<file path="src/rtl/core/assert_macros.svh">
// Assertion macros used by the RTL of the entry packer datapath.
// Depends on nothing; each macro takes a label, clock, reset and property terms.
`ifndef ASSERT_MACROS_SVH
`define ASSERT_MACROS_SVH
// Assert a property on the rising clock edge, disabled while reset is low.
`define ASSERT_CLK(label, clk, rstn, prop) \
    label: assert property (@(posedge clk) disable iff (!rstn) (prop)) \
        else $error("assertion failed");
// Assert that a condition on one edge implies a consequence on the next edge.
`define ASSERT_NEXT(label, clk, rstn, ante, cons) \
    label: assert property (@(posedge clk) disable iff (!rstn) (ante) |=> (cons)) \
        else $error("assertion failed");
`endif

</file>
<file path="src/rtl/core/zsep_pkg.sv">
// Package for the stored ZIP entry packer: payload structs, codes, constants.
// Used by every module of the block.
package zsep_pkg;

    typedef struct packed {
        logic [1:0] mode;
        logic [7:0] data_byte;
    } in_item_t;

    typedef struct packed {
        logic [31:0] out_word;
        logic [2:0]  out_bytes;
        logic        out_last;
    } out_item_t;

    localparam logic [1:0] MODE_NAME   = 2'd0;
    localparam logic [1:0] MODE_START  = 2'd1;
    localparam logic [1:0] MODE_DATA   = 2'd2;
    localparam logic [1:0] MODE_FINISH = 2'd3;

    localparam logic CFG_DOS_TIME = 1'b0;
    localparam logic CFG_DOS_DATE = 1'b1;

    // Field selector codes for the datapath word mux.
    typedef enum logic [3:0] {
        F_CONST  = 4'd0,
        F_TIME   = 4'd1,
        F_DATE   = 4'd2,
        F_NLEN   = 4'd3,
        F_CRC    = 4'd4,
        F_COUNT  = 4'd5,
        F_CDSIZE = 4'd6,
        F_CDOFF  = 4'd7,
        F_NAME   = 4'd8,
        F_DATA   = 4'd9
    } field_t;

    // Header field list entry: selector, constant value, byte count.
    typedef struct packed {
        field_t      sel;
        logic [31:0] value;
        logic [2:0]  nbytes;
    } field_entry_t;

    localparam int LOC_LEN = 11;
    localparam int TRL_LEN = 29;
    localparam int TRL_NAME_AT = 21;

    function automatic field_entry_t local_field(input logic [3:0] idx);
        field_entry_t e;
        e = '{F_CONST, 32'd0, 3'd2};
        case (idx)
            4'd0:    e = '{F_CONST, 32'h04034b50, 3'd4};
            4'd1:    e = '{F_CONST, 32'd20, 3'd2};
            4'd2:    e = '{F_CONST, 32'h0008, 3'd2};
            4'd4:    e = '{F_TIME, 32'd0, 3'd2};
            4'd5:    e = '{F_DATE, 32'd0, 3'd2};
            4'd6:    e = '{F_CONST, 32'd0, 3'd4};
            4'd7:    e = '{F_CONST, 32'd0, 3'd4};
            4'd8:    e = '{F_CONST, 32'd0, 3'd4};
            4'd9:    e = '{F_NLEN, 32'd0, 3'd2};
            default: e = '{F_CONST, 32'd0, 3'd2};
        endcase
        return e;
    endfunction

    // Trailer fields; the central name sits at TRL_NAME_AT.
    function automatic field_entry_t trailer_field(input logic [4:0] idx);
        field_entry_t e;
        e = '{F_CONST, 32'd0, 3'd2};
        case (idx)
            5'd0:    e = '{F_CONST, 32'h08074b50, 3'd4};
            5'd1:    e = '{F_CRC, 32'd0, 3'd4};
            5'd2:    e = '{F_COUNT, 32'd0, 3'd4};
            5'd3:    e = '{F_COUNT, 32'd0, 3'd4};
            5'd4:    e = '{F_CONST, 32'h02014b50, 3'd4};
            5'd5:    e = '{F_CONST, 32'd20, 3'd2};
            5'd6:    e = '{F_CONST, 32'd20, 3'd2};
            5'd7:    e = '{F_CONST, 32'h0008, 3'd2};
            5'd9:    e = '{F_TIME, 32'd0, 3'd2};
            5'd10:   e = '{F_DATE, 32'd0, 3'd2};
            5'd11:   e = '{F_CRC, 32'd0, 3'd4};
            5'd12:   e = '{F_COUNT, 32'd0, 3'd4};
            5'd13:   e = '{F_COUNT, 32'd0, 3'd4};
            5'd14:   e = '{F_NLEN, 32'd0, 3'd2};
            5'd19:   e = '{F_CONST, 32'd0, 3'd4};
            5'd20:   e = '{F_CONST, 32'd0, 3'd4};
            5'd21:   e = '{F_CONST, 32'h06054b50, 3'd4};
            5'd24:   e = '{F_CONST, 32'd1, 3'd2};
            5'd25:   e = '{F_CONST, 32'd1, 3'd2};
            5'd26:   e = '{F_CDSIZE, 32'd0, 3'd4};
            5'd27:   e = '{F_CDOFF, 32'd0, 3'd4};
            default: e = '{F_CONST, 32'd0, 3'd2};
        endcase
        return e;
    endfunction

    // Commands from the controller to the datapath.
    typedef struct packed {
        logic       name_wr;
        logic       data_upd;
        logic       clr_entry;
        logic       clr_name;
        logic       cap_field;
        field_entry_t field;
        logic       last;
    } dp_cmd_t;

    // Status from the datapath to the controller.
    typedef struct packed {
        logic       name_full;
        logic [5:0] name_len;
    } dp_stat_t;

endpackage

</file>
<file path="src/rtl/core/zsep_ctrl.sv">
// Controller of the entry packer: phase tracking and header sequencing.
// Depends on zsep_pkg; drives zsep_datapath through command structs.
module zsep_ctrl (
    input  logic                aclk,
    input  logic                aresetn,
    input  logic                s_valid,
    output logic                s_ready,
    input  zsep_pkg::in_item_t  s_item,
    input  logic                obuf_free,
    input  zsep_pkg::dp_stat_t  stat,
    output zsep_pkg::dp_cmd_t   cmd,
    output logic [5:0]          name_idx
);

    typedef enum logic [5:0] {
        ST_IDLE   = 6'b000001,
        ST_LOCAL  = 6'b000010,
        ST_LNAME  = 6'b000100,
        ST_STREAM = 6'b001000,
        ST_TRAIL  = 6'b010000,
        ST_TNAME  = 6'b100000
    } state_t;

    state_t      state_reg, state_next;
    logic [4:0]  idx_reg, idx_next;
    logic [5:0]  nidx_reg, nidx_next;
    logic        take;
    logic        emit_ok;
    logic        has_name;

    // The name store read is registered, so its address is taken from the next-state index.
    assign s_ready  = (state_reg == ST_IDLE || state_reg == ST_STREAM) && obuf_free;
    assign take     = s_valid && s_ready;
    assign emit_ok  = obuf_free;
    assign name_idx = nidx_next;
    assign has_name = stat.name_len != 6'd0;

    // Sequencing of header, name and trailer results.
    always_comb begin
        state_next = state_reg;
        idx_next   = idx_reg;
        nidx_next  = nidx_reg;
        cmd        = '0;
        cmd.field  = '{zsep_pkg::F_CONST, 32'd0, 3'd2};
        case (state_reg)
            ST_IDLE: begin
                if (take) begin
                    case (s_item.mode)
                        zsep_pkg::MODE_NAME: cmd.name_wr = !stat.name_full;
                        zsep_pkg::MODE_START: begin
                            cmd.clr_entry = 1'b1;
                            state_next    = ST_LOCAL;
                            idx_next      = 5'd0;
                        end
                        default: ;
                    endcase
                end
            end
            ST_LOCAL: begin
                if (emit_ok) begin
                    cmd.cap_field = 1'b1;
                    cmd.field     = zsep_pkg::local_field(idx_reg[3:0]);
                    if (idx_reg == 5'(zsep_pkg::LOC_LEN - 1)) begin
                        cmd.last   = !has_name;
                        nidx_next  = 6'd0;
                        state_next = has_name ? ST_LNAME : ST_STREAM;
                    end else begin
                        idx_next = idx_reg + 5'd1;
                    end
                end
            end
            ST_LNAME: begin
                if (emit_ok) begin
                    cmd.cap_field = 1'b1;
                    cmd.field     = '{zsep_pkg::F_NAME, 32'd0, 3'd1};
                    nidx_next     = nidx_reg + 6'd1;
                    if (nidx_next == stat.name_len) begin
                        cmd.last   = 1'b1;
                        state_next = ST_STREAM;
                    end
                end
            end
            ST_STREAM: begin
                if (take) begin
                    case (s_item.mode)
                        zsep_pkg::MODE_DATA: begin
                            cmd.data_upd  = 1'b1;
                            cmd.cap_field = 1'b1;
                            cmd.field     = '{zsep_pkg::F_DATA, 32'd0, 3'd1};
                            cmd.last      = 1'b1;
                        end
                        zsep_pkg::MODE_FINISH: begin
                            state_next = ST_TRAIL;
                            idx_next   = 5'd0;
                        end
                        default: ;
                    endcase
                end
            end
            ST_TRAIL: begin
                if (emit_ok) begin
                    if (idx_reg == 5'(zsep_pkg::TRL_NAME_AT) && has_name &&
                        nidx_reg == 6'd0) begin
                        state_next = ST_TNAME;
                    end else begin
                        cmd.cap_field = 1'b1;
                        cmd.field     = zsep_pkg::trailer_field(idx_reg);
                        nidx_next     = 6'd0;
                        if (idx_reg == 5'(zsep_pkg::TRL_LEN - 1)) begin
                            cmd.last     = 1'b1;
                            cmd.clr_name = 1'b1;
                            state_next   = ST_IDLE;
                        end else begin
                            idx_next = idx_reg + 5'd1;
                        end
                    end
                end
            end
            ST_TNAME: begin
                if (emit_ok) begin
                    cmd.cap_field = 1'b1;
                    cmd.field     = '{zsep_pkg::F_NAME, 32'd0, 3'd1};
                    nidx_next     = nidx_reg + 6'd1;
                    if (nidx_next == stat.name_len) begin
                        // Keep nidx nonzero so the end record follows.
                        state_next = ST_TRAIL;
                    end
                end
            end
            default: state_next = ST_IDLE;
        endcase
    end

    // State registers.
    always_ff @(posedge aclk) begin
        if (!aresetn) begin
            state_reg <= ST_IDLE;
            idx_reg   <= 5'd0;
            nidx_reg  <= 6'd0;
        end else begin
            state_reg <= state_next;
            idx_reg   <= idx_next;
            nidx_reg  <= nidx_next;
        end
    end

endmodule

</file>
<file path="src/rtl/core/zsep_datapath.sv">
// Datapath of the entry packer: name store, CRC-32, count, field mux, output register.
// Depends on zsep_pkg and assert_macros.svh; commanded by zsep_ctrl.
`include "assert_macros.svh"
module zsep_datapath #(
    parameter int NAME_MAX = 32
) (
    input  logic                aclk,
    input  logic                aresetn,
    input  zsep_pkg::in_item_t  s_item,
    input  zsep_pkg::dp_cmd_t   cmd,
    input  logic [5:0]          name_idx,
    input  logic                cfg_wr,
    input  logic                cfg_index,
    input  logic [15:0]         cfg_data,
    input  logic                m_ready,
    output logic                m_valid,
    output zsep_pkg::out_item_t m_item,
    output logic                obuf_free,
    output zsep_pkg::dp_stat_t  stat
);

    localparam int AW = (NAME_MAX > 1) ? $clog2(NAME_MAX) : 1;

    logic [7:0]  name_mem [NAME_MAX];
    logic [7:0]  name_rd_reg;
    logic [5:0]  nlen_reg;
    logic [31:0] crc_reg, crc_next;
    logic [31:0] count_reg;
    logic [15:0] time_reg, date_reg;
    logic        mvalid_reg;
    zsep_pkg::out_item_t mitem_reg;
    logic [31:0] word;
    logic [31:0] mask;

    assign stat.name_len  = nlen_reg;
    assign stat.name_full = nlen_reg >= 6'(NAME_MAX);
    assign obuf_free      = !mvalid_reg || m_ready;
    assign m_valid        = mvalid_reg;
    assign m_item         = mitem_reg;

    // Bitwise CRC-32 update of one byte.
    always_comb begin
        crc_next = crc_reg ^ {24'd0, s_item.data_byte};
        for (int k = 0; k < 8; k++) begin
            crc_next = crc_next[0] ? (32'hEDB88320 ^ (crc_next >> 1)) : (crc_next >> 1);
        end
    end

    // Field value selection.
    always_comb begin
        case (cmd.field.sel)
            zsep_pkg::F_TIME:   word = {16'd0, time_reg};
            zsep_pkg::F_DATE:   word = {16'd0, date_reg};
            zsep_pkg::F_NLEN:   word = {26'd0, nlen_reg};
            zsep_pkg::F_CRC:    word = ~crc_reg;
            zsep_pkg::F_COUNT:  word = count_reg;
            zsep_pkg::F_CDSIZE: word = 32'd46 + {26'd0, nlen_reg};
            zsep_pkg::F_CDOFF:  word = 32'd46 + {26'd0, nlen_reg} + count_reg;
            zsep_pkg::F_NAME:   word = {24'd0, name_rd_reg};
            zsep_pkg::F_DATA:   word = {24'd0, s_item.data_byte};
            default:            word = cmd.field.value;
        endcase
        case (cmd.field.nbytes)
            3'd1:    mask = 32'h0000_00FF;
            3'd2:    mask = 32'h0000_FFFF;
            default: mask = 32'hFFFF_FFFF;
        endcase
    end

    // Name store writes and registered reads.
    always_ff @(posedge aclk) begin
        if (cmd.name_wr) begin
            name_mem[nlen_reg[AW-1:0]] <= s_item.data_byte;
        end
        name_rd_reg <= name_mem[name_idx[AW-1:0]];
    end

    // Entry state, configuration and output register.
    always_ff @(posedge aclk) begin
        if (!aresetn) begin
            nlen_reg   <= 6'd0;
            crc_reg    <= 32'hFFFF_FFFF;
            count_reg  <= 32'd0;
            time_reg   <= 16'd0;
            date_reg   <= 16'd33;
            mvalid_reg <= 1'b0;
        end else begin
            if (cfg_wr) begin
                if (cfg_index == zsep_pkg::CFG_DOS_TIME) time_reg <= cfg_data;
                else date_reg <= cfg_data;
            end
            if (cmd.name_wr) nlen_reg <= nlen_reg + 6'd1;
            if (cmd.clr_name) nlen_reg <= 6'd0;
            if (cmd.clr_entry || cmd.clr_name) begin
                crc_reg   <= 32'hFFFF_FFFF;
                count_reg <= 32'd0;
            end else if (cmd.data_upd) begin
                crc_reg   <= crc_next;
                count_reg <= count_reg + 32'd1;
            end
            if (cmd.cap_field) mvalid_reg <= 1'b1;
            else if (m_ready) mvalid_reg <= 1'b0;
        end
    end

    always_ff @(posedge aclk) begin
        if (cmd.cap_field) begin
            mitem_reg.out_word  <= word & mask;
            mitem_reg.out_bytes <= cmd.field.nbytes;
            mitem_reg.out_last  <= cmd.last;
        end
    end

    `ASSERT_CLK(a_no_overwrite, aclk, aresetn, cmd.cap_field |-> obuf_free)
    `ASSERT_CLK(a_name_bound, aclk, aresetn, nlen_reg <= 6'(NAME_MAX))
    `ASSERT_NEXT(a_hold, aclk, aresetn, mvalid_reg && !m_ready, mvalid_reg && $stable(mitem_reg))

endmodule

</file>
<file path="src/rtl/core/zip_stored_entry_packer.sv">
// Stored-mode one-entry ZIP packer. Name items are accepted while idle and the
// output register is free; data bytes pass at one per cycle while it is free,
// each registered into it. Start emits 11 header results plus one per name byte,
// one per cycle while the output is free; finish emits 29 results plus one per
// name byte likewise, pausing before any central name; no input is taken meanwhile.
// Reset (aresetn low, synchronous) clears phase, CRC, count, name length, registers.
module zip_stored_entry_packer #(
    parameter int NAME_MAX = 32
) (
    input  logic                aclk,
    input  logic                aresetn,
    input  logic                s_valid,
    output logic                s_ready,
    input  zsep_pkg::in_item_t  s_item,
    output logic                m_valid,
    input  logic                m_ready,
    output zsep_pkg::out_item_t m_item,
    input  logic                cfg_wr_en,
    input  logic                cfg_index,
    input  logic [15:0]         cfg_wr_data
);

    zsep_pkg::dp_cmd_t  cmd;
    zsep_pkg::dp_stat_t stat;
    logic               obuf_free;
    logic [5:0]         name_idx;

    zsep_ctrl u_ctrl (
        .aclk(aclk), .aresetn(aresetn), .s_valid(s_valid), .s_ready(s_ready),
        .s_item(s_item), .obuf_free(obuf_free), .stat(stat), .cmd(cmd),
        .name_idx(name_idx)
    );

    zsep_datapath #(.NAME_MAX(NAME_MAX)) u_dp (
        .aclk(aclk), .aresetn(aresetn), .s_item(s_item), .cmd(cmd),
        .name_idx(name_idx), .cfg_wr(cfg_wr_en), .cfg_index(cfg_index),
        .cfg_data(cfg_wr_data), .m_ready(m_ready), .m_valid(m_valid),
        .m_item(m_item), .obuf_free(obuf_free), .stat(stat)
    );

endmodule
</file>
<file path="config.mk">
export PLATFORM = sky130hd
export DESIGN_NAME = zip_stored_entry_packer
export DESIGN_NICKNAME = d
export VERILOG_FILES = /design/src/rtl/core/zsep_pkg.sv /design/src/rtl/core/zsep_ctrl.sv /design/src/rtl/core/zsep_datapath.sv /design/src/rtl/core/zip_stored_entry_packer.sv
export VERILOG_INCLUDE_DIRS = /design/src /design/src/rtl/core
export SDC_FILE = /design/constraint.sdc
export NUM_CORES = 1
export LEC_CHECK = 0
export BUFFER_PORTS_ARGS = -buffer_cell sky130_fd_sc_hd__buf_2
export CAP_MARGIN = 20
export CORE_MARGIN = 1.5
export CORE_UTILIZATION = 60
export DETAILED_ROUTE_END_ITERATION = 16
export PLACE_DENSITY = 0.77
export SLEW_MARGIN = 30
export SYNTH_ARGS = -nofsm -noshare
export SYNTH_HDL_FRONTEND = slang
export SYNTH_SLANG_ARGS = --single-unit
export TNS_END_PERCENT = 20
</file>
<file path="constraint.sdc">
create_clock -name aclk -period 4.3 [get_ports aclk]
set_input_delay 0.645 -clock aclk [delete_from_list [all_inputs] [get_ports aclk]]
set_output_delay 0.645 -clock aclk [all_outputs]
set_load 0.01 [all_outputs]
</file>
==> results.txt <==
1st-pass router iterations: 6
Max VDD drop: 0.494 mV
Die X: 188 µm
CTS H-tree lvls: 2
Hold_buf cts: 0
Max stage delay on crit path: 0.49 ns
1st-iter DRT viols: 1799
CP startpoint kind: flop
Leak pwr: 8.25 nW
Worst skew pair latency: 0.58 ns
Share of cells above drive strength 1: 0.121
Die Footprint: 0.0354 mm²
Postcts setup bufs: 0
Commonest cells after routing, fill and taps aside: nand2_1, edfxtp_1, dfxtp_1
Fin. Hold Viols: 0
Die Ht: 188 µm
Reg clk slew, reported paths: 0.07 ns
Via Count: 15548
WS Path Type: flop to flop
Syn Std Cell Area: 0.0206 mm²
#FFs+latches synth: 442
Seq/Total Area, Yosys: 0.572
Clock Root Buffer: clkbuf_16
Slew headroom: 0.399
CP bufs+invs: 2
IO Port Bufs: 69
Clock Path Buffers: 3
DP Wirelength: 37400 µm
GPL Wtd Cong: 0.958
Setup violators final: 0
Starting Density: 0.612
Fmax: 0.269 GHz
Num rows: 67
Clock tree sinks: 442
Synth warn: 0
Syn_area_per_cell: 10.8 µm²
First-pass GRT wire length: 86400 µm
Remaining DRCs: 0
TNS Setup: 0 ns
Total Wirelength: 56100 µm
Number of antenna violations at the first check in global routing: 1
Post-Syn Nets: 1961
Library cells used by synthesis: 90
Vias per cell: 6.40
Total CTS buffers: 45
MaxCap Viol Count: 0
I/O pin total: 70
Total congestion overflow: 0
Main synth FF type: edfxtp_1
WP data arrival: 4.20 ns
Most common cell after layout, fill and taps aside: nand2_1
Avg WL per Cell: 23.1 µm
Worst-margin pin slew: 0.898 ns
Vias in the first global route: 14831
Routed Antenna Nets: 0
Worst-path fanout max: 12
Cells after Synth: 1902
Ys async rst share: 0
Max reg flops: 256
RSZ-0062 raised after global routing: no
CP Capture Type: flop
Layout area overhead: 11.3%
Crit-path cells: inv_1, ha_1, nor4bb_1, o211ai_2, or2_2, nand4_1, mux2_2, inv_1, ha_1, mux2i_1, a221o_1, o21ai_0
Min Hold Slack: 0.342 ns
Status: completed
CP top delay family: simple AND/OR/NAND/NOR gates
Slew Viols, Final: 0
GRT Util Overall: 0.316
CP required: 4.78 ns
Core area: 0.0336 mm²
Final period util: 0.865
Min Tclk post-route: 3.72 ns
Hold crit path type: input pin to flop
CTS tree: built
Largest net degree at the start of global routing: 98
Nets: 2006
Setup Skew: 0.0343 ns
CP max stage cell: mux2_2
Power Density: 423 mW/mm²
Post_cts resized: 0
# diodes: 0
Post-synth EDFFs: 292
==> layout make-up <==
cell class,count,area (µm²)
Clock inverter,28,333
Inverter,27,101
Sequential cell,442,11800
Fill cell,2518,10700
Timing Repair Buffer,119,783
Tap cell,448,561
Clock buffer,55,1220
Multi-Input combinational cell,1312,8110
==> stage by stage <==
stage / power (mW) / area [µm²] / std cells / setup WS [ns] / util
4_1_cts: 9.70 / 22900 / 2431 / 0.634 / 0.681
3_5_place_dp: 5.68 / 21300 / 2348 / 0.630 / 0.634
3_3_place_gp: 5.66 / 21300 / 2348 / 0.694 / 0.634
5_1_grt: 9.96 / 22900 / 2431 / 0.389 / 0.681
6_report: 9.68 / 22900 / 2431 / 0.579 / 0.681
2_1_floorplan: 5.39 / 20600 / 1902 / 1.14 / -
==> synth_stat cells, types with 7 or more instances <==
| cell | count | area (µm²) |
|---|---|---|
| nor2b_1 | 14 | 87.6 |
| a21boi_0 | 32 | 240 |
| a221oi_1 | 20 | 175 |
| a222oi_1 | 7 | 70.1 |
| edfxtp_1 | 292 | 8770 |
| buf_6 | 8 | 90.1 |
| nand4_1 | 16 | 100 |
| and3_1 | 21 | 131 |
| xor2_1 | 69 | 604 |
| o21ai_0 | 37 | 185 |
| a21oi_1 | 131 | 656 |
| a32oi_1 | 36 | 315 |
| nor3b_1 | 10 | 75.1 |
| dfxtp_1 | 150 | 3000 |
| xnor2_1 | 81 | 709 |
| nand3_1 | 34 | 170 |
| nand2b_1 | 12 | 75.1 |
| nand2_1 | 322 | 1210 |
| ha_1 | 26 | 325 |
| clkbuf_1 | 57 | 214 |
| nor3_1 | 27 | 135 |
| nor4_2 | 8 | 100 |
| buf_2 | 37 | 185 |
| o22ai_1 | 30 | 188 |
| and2_1 | 10 | 62.6 |
| a22o_1 | 25 | 219 |
| o21a_1 | 7 | 52.6 |
| nor2_1 | 136 | 510 |
| buf_4 | 13 | 97.6 |
| inv_1 | 26 | 97.6 |
| o211ai_1 | 38 | 285 |
| a22oi_1 | 26 | 195 |
| or3_1 | 19 | 119 |
==> tightest hold or removal path, stage by stage <==
cell      delay (ns)
buf_2           0.10
nand2_1         0.04
a21boi_0        0.06
==> worst paths after layout <==
kind,from,end,slack (ns),depth (start not counted)
setup / recovery,u_ctrl.nidx_reg[1],flop,0.58,12
hold / removal,cfg_wr_data[12],u_dp.time_reg[12],0.34,3
setup reg to reg,u_ctrl.nidx_reg[1],flop,0.58,12
hold reg to reg,u_dp.date_reg[5],u_dp.date_reg[5],0.47,2
==> where the power goes <==
group,internal (mW),leakage [nW],switching [mW]
sequential,4.61,3.84,0.0754
combinational,0.328,3.63,0.592
clock,2.40,0.772,1.68
total,7.34,8.25,2.35
==> per-layer routing <==
metal | routed length [µm] | global-route usage | up-vias
met3 | 5260 | 0.0455 | 131
met2 | 26100 | 0.503 | 880
met1 | 22700 | 0.440 | 7497
met5 | 8 | 0 | -
met4 | 2080 | 0.122 | 2
li1 | - | - | 7038
==> logic make-up (layout without fill, tap and decap cells) <==
logic type	count (synthesis)	count (layout)	share of synthesized area
xor gates and xnor gates	150	150	0.0639
and+or+nand+nor	676	676	0.155
muxes	8	8	0.00402
buffers and inverters	148	229	0.0346
AOI/OAI and AO/OA	451	451	0.153
adders and majority gates	27	27	0.0168
DFF	442	442	0.572
Power figures use the tool's default switching activity.
